$ cat src/rtl/mcdt_pkg.sv
package mcdt_pkg;

  localparam int unsigned MaxChannels     = 8;
  localparam int unsigned DefChannels     = 8;
  localparam int unsigned DefCountWidth   = 32;
  localparam int unsigned DataWidth       = 32;
  localparam int unsigned ModeWidth       = 2;
  localparam int unsigned ChannelSelWidth = 3;
  localparam int unsigned RegSelWidth     = 3;
  localparam int unsigned CtlWidth        = 3;

  // control register bit positions
  localparam int unsigned CtlEnableBit   = 0;
  localparam int unsigned CtlPeriodicBit = 1;
  localparam int unsigned CtlMaskBit     = 2;

  typedef enum logic [ModeWidth-1:0] {
    MODE_TICK  = 2'd0,
    MODE_READ  = 2'd1,
    MODE_WRITE = 2'd2,
    MODE_NONE  = 2'd3
  } mode_e;

  typedef enum logic [RegSelWidth-1:0] {
    REG_LOAD    = 3'd0,
    REG_CURRENT = 3'd1,
    REG_CONTROL = 3'd2,
    REG_EOI     = 3'd3,
    REG_STATUS  = 3'd4
  } reg_sel_e;

  // command seen by every channel for the word being processed
  typedef struct packed {
    logic     advance;
    mode_e    mode;
    reg_sel_e sel;
  } mcdt_cmd_t;

endpackage

$ cat src/rtl/mcdt_channel.sv
module mcdt_channel #(
  parameter int unsigned COUNT_WIDTH = mcdt_pkg::DefCountWidth
) (
  input  logic                          clk_i,
  input  logic                          rst_ni,
  input  mcdt_pkg::mcdt_cmd_t           cmd_i,
  input  logic                          hit_i,
  input  logic                          tick_i,
  input  logic [mcdt_pkg::DataWidth-1:0] wdata_i,
  output logic [mcdt_pkg::DataWidth-1:0] rdata_o,
  output logic                          irq_o
);

  logic [COUNT_WIDTH-1:0]          load_q, load_d;
  logic [COUNT_WIDTH-1:0]          count_q, count_d;
  logic [mcdt_pkg::CtlWidth-1:0]   ctrl_q, ctrl_d;
  logic                            status_q, status_d;

  // register value as seen before this word's update
  always_comb begin
    unique case (cmd_i.sel)
      mcdt_pkg::REG_LOAD:    rdata_o = mcdt_pkg::DataWidth'(load_q);
      mcdt_pkg::REG_CURRENT: rdata_o = mcdt_pkg::DataWidth'(count_q);
      mcdt_pkg::REG_CONTROL: rdata_o = mcdt_pkg::DataWidth'(ctrl_q);
      mcdt_pkg::REG_STATUS:
        rdata_o = mcdt_pkg::DataWidth'(status_q & ~ctrl_q[mcdt_pkg::CtlMaskBit]);
      default:               rdata_o = '0;
    endcase
  end

  always_comb begin
    load_d   = load_q;
    count_d  = count_q;
    ctrl_d   = ctrl_q;
    status_d = status_q;
    if (cmd_i.advance) begin
      unique case (cmd_i.mode)
        mcdt_pkg::MODE_TICK: begin
          if (tick_i && ctrl_q[mcdt_pkg::CtlEnableBit]) begin
            if (count_q == '0) begin
              count_d  = ctrl_q[mcdt_pkg::CtlPeriodicBit] ? load_q : '1;
              status_d = 1'b1;
            end else begin
              count_d = count_q - COUNT_WIDTH'(1);
            end
          end
        end
        mcdt_pkg::MODE_READ: begin
          // reading end-of-interrupt acknowledges
          if (hit_i && cmd_i.sel == mcdt_pkg::REG_EOI) begin
            status_d = 1'b0;
          end
        end
        mcdt_pkg::MODE_WRITE: begin
          if (hit_i && cmd_i.sel == mcdt_pkg::REG_LOAD) begin
            load_d = wdata_i[COUNT_WIDTH-1:0];
          end else if (hit_i && cmd_i.sel == mcdt_pkg::REG_CONTROL) begin
            // rising enable starts from the load count
            if (wdata_i[mcdt_pkg::CtlEnableBit] && !ctrl_q[mcdt_pkg::CtlEnableBit]) begin
              count_d = load_q;
            end
            ctrl_d = wdata_i[mcdt_pkg::CtlWidth-1:0];
          end
        end
        mcdt_pkg::MODE_NONE: begin
        end
        default: begin
        end
      endcase
    end
  end

  assign irq_o = status_d & ~ctrl_d[mcdt_pkg::CtlMaskBit];

  always_ff @(posedge clk_i or negedge rst_ni) begin
    if (!rst_ni) begin
      load_q   <= '1;
      count_q  <= '0;
      ctrl_q   <= '0;
      status_q <= 1'b0;
    end else begin
      load_q   <= load_d;
      count_q  <= count_d;
      ctrl_q   <= ctrl_d;
      status_q <= status_d;
    end
  end

endmodule

$ cat src/rtl/multi_channel_down_timer.sv
// Bank of CHANNELS down-counting timers, each COUNT_WIDTH bits wide, driven
// by a single word stream: a tick word decrements every enabled channel whose
// tick_mask bit is set (a channel at zero reloads instead, from its load count
// in periodic mode or from all ones in free-running mode, and raises status);
// read and write words reach the load, current, control, end-of-interrupt and
// status registers of the channel addressed. Every word returns exactly one
// result word carrying read data (zero unless it answers a read), read_valid,
// and the interrupt lines after that word's update. One word is taken every
// clock cycle while the consumer keeps up; a taken word is held in the input
// register, then passes through the per-channel update logic into the result
// register. A result held by a stalled consumer still lets one more word into
// the input register; the input stalls only while both registers hold a word
// and the consumer is not ready.
module multi_channel_down_timer #(
  parameter int unsigned CHANNELS    = mcdt_pkg::DefChannels,
  parameter int unsigned COUNT_WIDTH = mcdt_pkg::DefCountWidth
) (
  input  logic                                  clk_i,
  input  logic                                  rst_ni,
  input  logic                                  in_valid_i,
  output logic                                  in_ready_o,
  input  logic [mcdt_pkg::ModeWidth-1:0]        mode_i,
  input  logic [mcdt_pkg::ChannelSelWidth-1:0]  channel_i,
  input  logic [mcdt_pkg::RegSelWidth-1:0]      reg_select_i,
  input  logic [mcdt_pkg::DataWidth-1:0]        write_data_i,
  input  logic [mcdt_pkg::MaxChannels-1:0]      tick_mask_i,
  output logic                                  out_valid_o,
  input  logic                                  out_ready_i,
  output logic [mcdt_pkg::DataWidth-1:0]        read_data_o,
  output logic                                  read_valid_o,
  output logic [mcdt_pkg::MaxChannels-1:0]      irq_lines_o
);

  // input register
  logic                                 in_valid_q;
  logic [mcdt_pkg::ModeWidth-1:0]       mode_q;
  logic [mcdt_pkg::ChannelSelWidth-1:0] channel_q;
  logic [mcdt_pkg::RegSelWidth-1:0]     sel_q;
  logic [mcdt_pkg::DataWidth-1:0]       wdata_q;
  logic [mcdt_pkg::MaxChannels-1:0]     tick_q;

  // result register
  logic                                 out_valid_q;
  logic [mcdt_pkg::DataWidth-1:0]       read_data_q, read_data_d;
  logic                                 read_valid_q, read_valid_d;
  logic [mcdt_pkg::MaxChannels-1:0]     irq_lines_q, irq_lines_d;

  logic                                 advance;
  mcdt_pkg::mcdt_cmd_t                  cmd;
  logic [mcdt_pkg::DataWidth-1:0]       ch_rdata [CHANNELS];
  logic [CHANNELS-1:0]                  ch_irq;
  logic [mcdt_pkg::DataWidth-1:0]       rd_mux;

  // the held word moves into the result register when that slot frees up
  assign advance    = in_valid_q && (!out_valid_q || out_ready_i);
  assign in_ready_o = !in_valid_q || advance;

  assign cmd.advance = advance;
  assign cmd.mode    = mcdt_pkg::mode_e'(mode_q);
  assign cmd.sel     = mcdt_pkg::reg_sel_e'(sel_q);

  for (genvar n = 0; n < CHANNELS; n++) begin : g_chan
    mcdt_channel #(
      .COUNT_WIDTH(COUNT_WIDTH)
    ) u_chan (
      .clk_i   (clk_i),
      .rst_ni  (rst_ni),
      .cmd_i   (cmd),
      .hit_i   (channel_q == mcdt_pkg::ChannelSelWidth'(n)),
      .tick_i  (tick_q[n]),
      .wdata_i (wdata_q),
      .rdata_o (ch_rdata[n]),
      .irq_o   (ch_irq[n])
    );
  end

  // read mux: at most one channel matches, out-of-range channels read zero
  always_comb begin
    rd_mux = '0;
    for (int n = 0; n < CHANNELS; n++) begin
      if (channel_q == mcdt_pkg::ChannelSelWidth'(n)) begin
        rd_mux = rd_mux | ch_rdata[n];
      end
    end
  end

  assign read_valid_d = (cmd.mode == mcdt_pkg::MODE_READ);
  assign read_data_d  = read_valid_d ? rd_mux : '0;
  // lines above the bank stay low
  assign irq_lines_d  = mcdt_pkg::MaxChannels'(ch_irq);

  always_ff @(posedge clk_i or negedge rst_ni) begin
    if (!rst_ni) begin
      in_valid_q  <= 1'b0;
      out_valid_q <= 1'b0;
    end else begin
      if (in_ready_o) begin
        in_valid_q <= in_valid_i;
      end
      if (advance) begin
        out_valid_q <= 1'b1;
      end else if (out_ready_i) begin
        out_valid_q <= 1'b0;
      end
    end
  end

  // payload registers
  always_ff @(posedge clk_i) begin
    if (in_ready_o && in_valid_i) begin
      mode_q    <= mode_i;
      channel_q <= channel_i;
      sel_q     <= reg_select_i;
      wdata_q   <= write_data_i;
      tick_q    <= tick_mask_i;
    end
    if (advance) begin
      read_data_q  <= read_data_d;
      read_valid_q <= read_valid_d;
      irq_lines_q  <= irq_lines_d;
    end
  end

  assign out_valid_o  = out_valid_q;
  assign read_data_o  = read_data_q;
  assign read_valid_o = read_valid_q;
  assign irq_lines_o  = irq_lines_q;

`ifndef SYNTHESIS
  // a held word that cannot move stays held
  a_hold_word: assert property (@(posedge clk_i) disable iff (!rst_ni)
    in_valid_q && !advance |=> in_valid_q)
    else $error("input word lost while stalled");

  // a word that moves always lands in the result register
  a_advance_out: assert property (@(posedge clk_i) disable iff (!rst_ni)
    advance |=> out_valid_q)
    else $error("result missing after advance");

  // back-pressure only when both stages are full and the consumer stalls
  a_ready_cause: assert property (@(posedge clk_i) disable iff (!rst_ni)
    !in_ready_o |-> in_valid_q && out_valid_q && !out_ready_i)
    else $error("input stalled without cause");

  // non-read results carry zero data
  a_rdata_zero: assert property (@(posedge clk_i) disable iff (!rst_ni)
    out_valid_o && !read_valid_o |-> read_data_o == '0)
    else $error("read data on a non-read result");
`endif

endmodule
$ cat config.mk
export PLATFORM = sky130hd
export DESIGN_NAME = multi_channel_down_timer
export DESIGN_NICKNAME = d
export VERILOG_FILES = /design/src/rtl/mcdt_pkg.sv /design/src/rtl/mcdt_channel.sv /design/src/rtl/multi_channel_down_timer.sv
export SDC_FILE = /design/constraint.sdc
export NUM_CORES = 1
export LEC_CHECK = 0
export ABC_CLOCK_PERIOD_IN_PS = 10200
export BUFFER_PORTS_ARGS = -buffer_cell sky130_fd_sc_hd__clkbuf_2
export CAP_MARGIN = 0
export CORE_MARGIN = 5
export CORE_UTILIZATION = 38
export CTS_CLUSTER_DIAMETER = 100
export DETAILED_ROUTE_END_ITERATION = 7
export GPL_TIMING_DRIVEN = 0
export SLEW_MARGIN = 20
export SYNTH_ARGS = -nofsm -noshare
export SYNTH_HDL_FRONTEND = slang
export SYNTH_SLANG_ARGS = --single-unit
$ cat constraint.sdc
create_clock -name clk_i -period 10.2 [get_ports clk_i]
set_clock_uncertainty 0.2 [all_clocks]
set_input_delay 0.51 -clock clk_i [delete_from_list [all_inputs] [get_ports clk_i]]
set_output_delay 0.51 -clock clk_i [all_outputs]
set_load 0.03 [all_outputs]
==> flow_summary.ini <==
[worst_setup_path]
crit_start = sel_q[0]
crit_chain = clkbuf_1 > nor2b_1 > nor2b_1 > buf_2 > clkbuf_1 > clkbuf_1 > a22oi_1 > o22ai_1 > nor2_1 > a31oi_1
cp_slowest_cell = clkbuf_1
cp.required_ps = 10400
worst-path-max-fanout = 10
start_kind = flip-flop
r2r_cells = 10
critPathMostFrequentCell = clkbuf_1
worstSetupPathType = flip-flop to flip-flop
worstReg2RegEnd = read_data_o[19]
reg2reg_setup_slack_ps = 4970
end_kind = flip-flop
worstPathArrival_ps = 5420
critPathMaxStageDelay_ps = 810
cp-endpoint = read_data_o[19]
reg2reg_from = sel_q[0]

[route]
postRouteAntennaNets = 0
wl_per_cell_microns = 35.40
drc = 0
drtPass1Iterations = 6
drt_iter0_markers = 5676
routed_wl_mm = 181.4
vias = 34658
via_per_inst = 6.764

[hold_path]
holdPathStages = 4
hp-class = input port to flip-flop
hp-start = out_ready_i

[timing]
finalCriticalPeriod_ps = 5228
grt_setup_unrepaired = false
hold_slack_ps = 150.6
fin_crit_sh_pct = 51.26
maxSlewHeadroom_pct = 11.55
worst_slew_pin_slew_ps = 1327
hold_viol = 0
setup-tns-final_ps = 0
fmax_mhz = 191.3
setup_violations = 0
slew_violations = 0

[yosys]
yosysTopAreaCell = dfrtp_1
yosysWarnings = 0
postSynth.asyncResetShare_pct = 85.98
synthTopCellsByCount = 376 x nor2_1, 290 x dfrtp_1, 280 x mux2_2
muxShareOfSynthArea_pct = 9.555
synth_top_family_by_area = compound AO/OA/AOI/OAI gates
synth_edf_count = 89
syn_inst = 3540
synthSimpleGateAreaFrac_pct = 17.05
synth-xor-area-share_pct = 0.04933
synth_adder_area_share_pct = 0.5637
synth_cell_types = 88
ys.flop_type = dfrtp_1
ys_top_cells_by_area = dfrtp_1 20%, dfstp_2 19%, mux2_2 8.9%
synth_nets = 3608
synth_area_sq_mm = 0.03551
avgSynthCellArea_sq_um = 10.03
yosysSeqAreaShare_pct = 46.90
netlist.area_leader.share_pct = 20.44
synth_compound_area_share_pct = 22.13
synth_seq_cells = 635
synth_most_common_cell = nor2_1

[global_routing]
grt_start_max_net_pins = 89
gr-total-overflow = 0
grtUsageTotal_pct = 35.30
grt_pass1_vias = 31749
grt_pass1_wl_mm = 251.2
antenna_found_initial = 19

[power_and_ir_drop]
powerDensity_mw_per_mm2 = 167.6
finalPower_w = 0.006910
p_leak_nw = 15.81
vdd_ir_drop_max_mv = 0.1459

[floorplan]
ioPinCount = 95
die_h_microns = 315.7
dieWidth_microns = 315.7
die_area_sq_mm = 0.09967
rows = 112
start_util_pct = 38.16
core_sq_mm = 0.09305

[finish]
drive_gt1_share_pct = 24.88
fin_cells = 5124
nFillCells = 9075
nNetsFinal = 3855
areaGrowthSynthToFinish_pct = 16.08

[cts]
clk_latency_ps = 670
ctsHtreeMaxLevel = 3
numCtsBuffers = 76
tritoncts = yes
cts_sinks = 635
cts_buffer_depth = 3
root_buffer = clkbuf_16
post_cts_resized = 0
clk_pin_slew_ps = 60

[flow_run]
maxCapViolCount = 0

[place]
port_buffers = 94
post-place-cells = 4912
gp_congestion = 1.073
hpwl_mm = 135.0

[outcome]
status = completed
logic make-up after synthesis:
family | Yosys count
AOI/OAI and AO/OA | 1091
xor gates and xnor gates | 2
adders and majority gates | 16
buffers and inverters | 324
DFF | 635
muxes | 304
and+or+nand+nor | 1168
cells in the final DEF (no fill, tap or decap), types with 24 or more instances in the layout:
master           n
edfxtp_1        89
clkbuf_1       209
mux2_2         280
a21oi_1        163
o21ai_0        121
nand4_1         40
o31ai_1         32
a311oi_1        67
a22oi_1        172
nor3_1         163
a211oi_1        38
a31oi_1         80
o22a_1          39
dfstp_2        256
clkbuf_2       104
or4_1           41
dfrtp_1        290
dlygate4sd3_1   50
nor4_1         105
inv_1           42
mux2i_1         24
o21a_1          30
nor2_1         376
a222oi_1        29
o221a_2         53
nand2b_1        28
buf_2           57
nand2_1        142
o22ai_1        106
o32ai_1         25
a22o_1          33
or3_1           40
nor2b_1         25
clkbuf_16       78
nand3_1         72
critical path: cells and delay by family (launching register included):
kind | cells | cell delay [ps]
compound gates | 3 | 1210
buf+inv | 4 | 2050
simple gates | 3 | 1020
flops | 1 | 450
flip-flops by register name (all words and copies together) (netlist names), 2 cells and up:
name / cells
g_chan.u_chan.count_q: 256
sel_q: 3
g_chan.u_chan.load_q: 256
mode_q: 2
read_data_o: 32
irq_lines_o: 8
channel_q: 3
wdata_q: 32
g_chan.u_chan.status_q: 8
tick_q: 8
g_chan.u_chan.ctrl_q: 24
worst min-delay path by stage:
stage                                  endpoint  slack [ps]
floorplan           g_chan[0].u_chan.count_q[0]          10
global placement      g_chan[6].u_chan.status_q         300
detailed placement    g_chan[1].u_chan.status_q         290
CTS                                  in_valid_q         100
global route                         in_valid_q         160
finish                               in_valid_q         150
where the power goes:
part           internal (W)  switching, W  total [W]  leakage, nW
clock network       0.00159       0.00117    0.00276         1.22
logic              0.000367      0.000777    0.00114         7.21
registers           0.00276      0.000248    0.00301         7.38
what timing repair did:
action,4_1_cts,5_1_grt
buffers inserted,0,0
hold endpoints to repair,93,0
hold buffers,50,0
metal layers:
layer	global-route usage (%)	vias to the layer above	share of wire, %
li1	-	14411	-
met1	46.81	17343	39
met4	24.24	8	8.6
met2	50.30	2363	41
met3	9.412	533	11
met5	0	-	0.026
final cells by class:
| cell class | count | area, sq um | area share, % |
|---|---|---|---|
| Antenna cell | 20 | 50.05 | 0.1214 |
| Inverter | 43 | 163.9 | 0.3976 |
| Clock buffer | 110 | 2212 | 5.366 |
| Tap cell | 1254 | 1569 | 3.806 |
| Multi-Input combinational cell | 2581 | 17560 | 42.60 |
| Buffer | 281 | 1185 | 2.874 |
| Timing Repair Buffer | 169 | 1540 | 3.736 |
| Clock inverter | 31 | 284.0 | 0.6890 |
| Sequential cell | 635 | 16660 | 40.40 |
through the flow:
stage	setup WS [ps]	util (%)	cell area (sq um)
6_report	4972	44.30	41220
2_1_floorplan	6790	-	35510
5_1_grt	5113	44.26	41180
3_3_place_gp	-4959	40.36	37550
3_5_place_dp	5359	41.01	38160
4_1_cts	5351	44.23	41150
(Power assumes the default switching activity.)
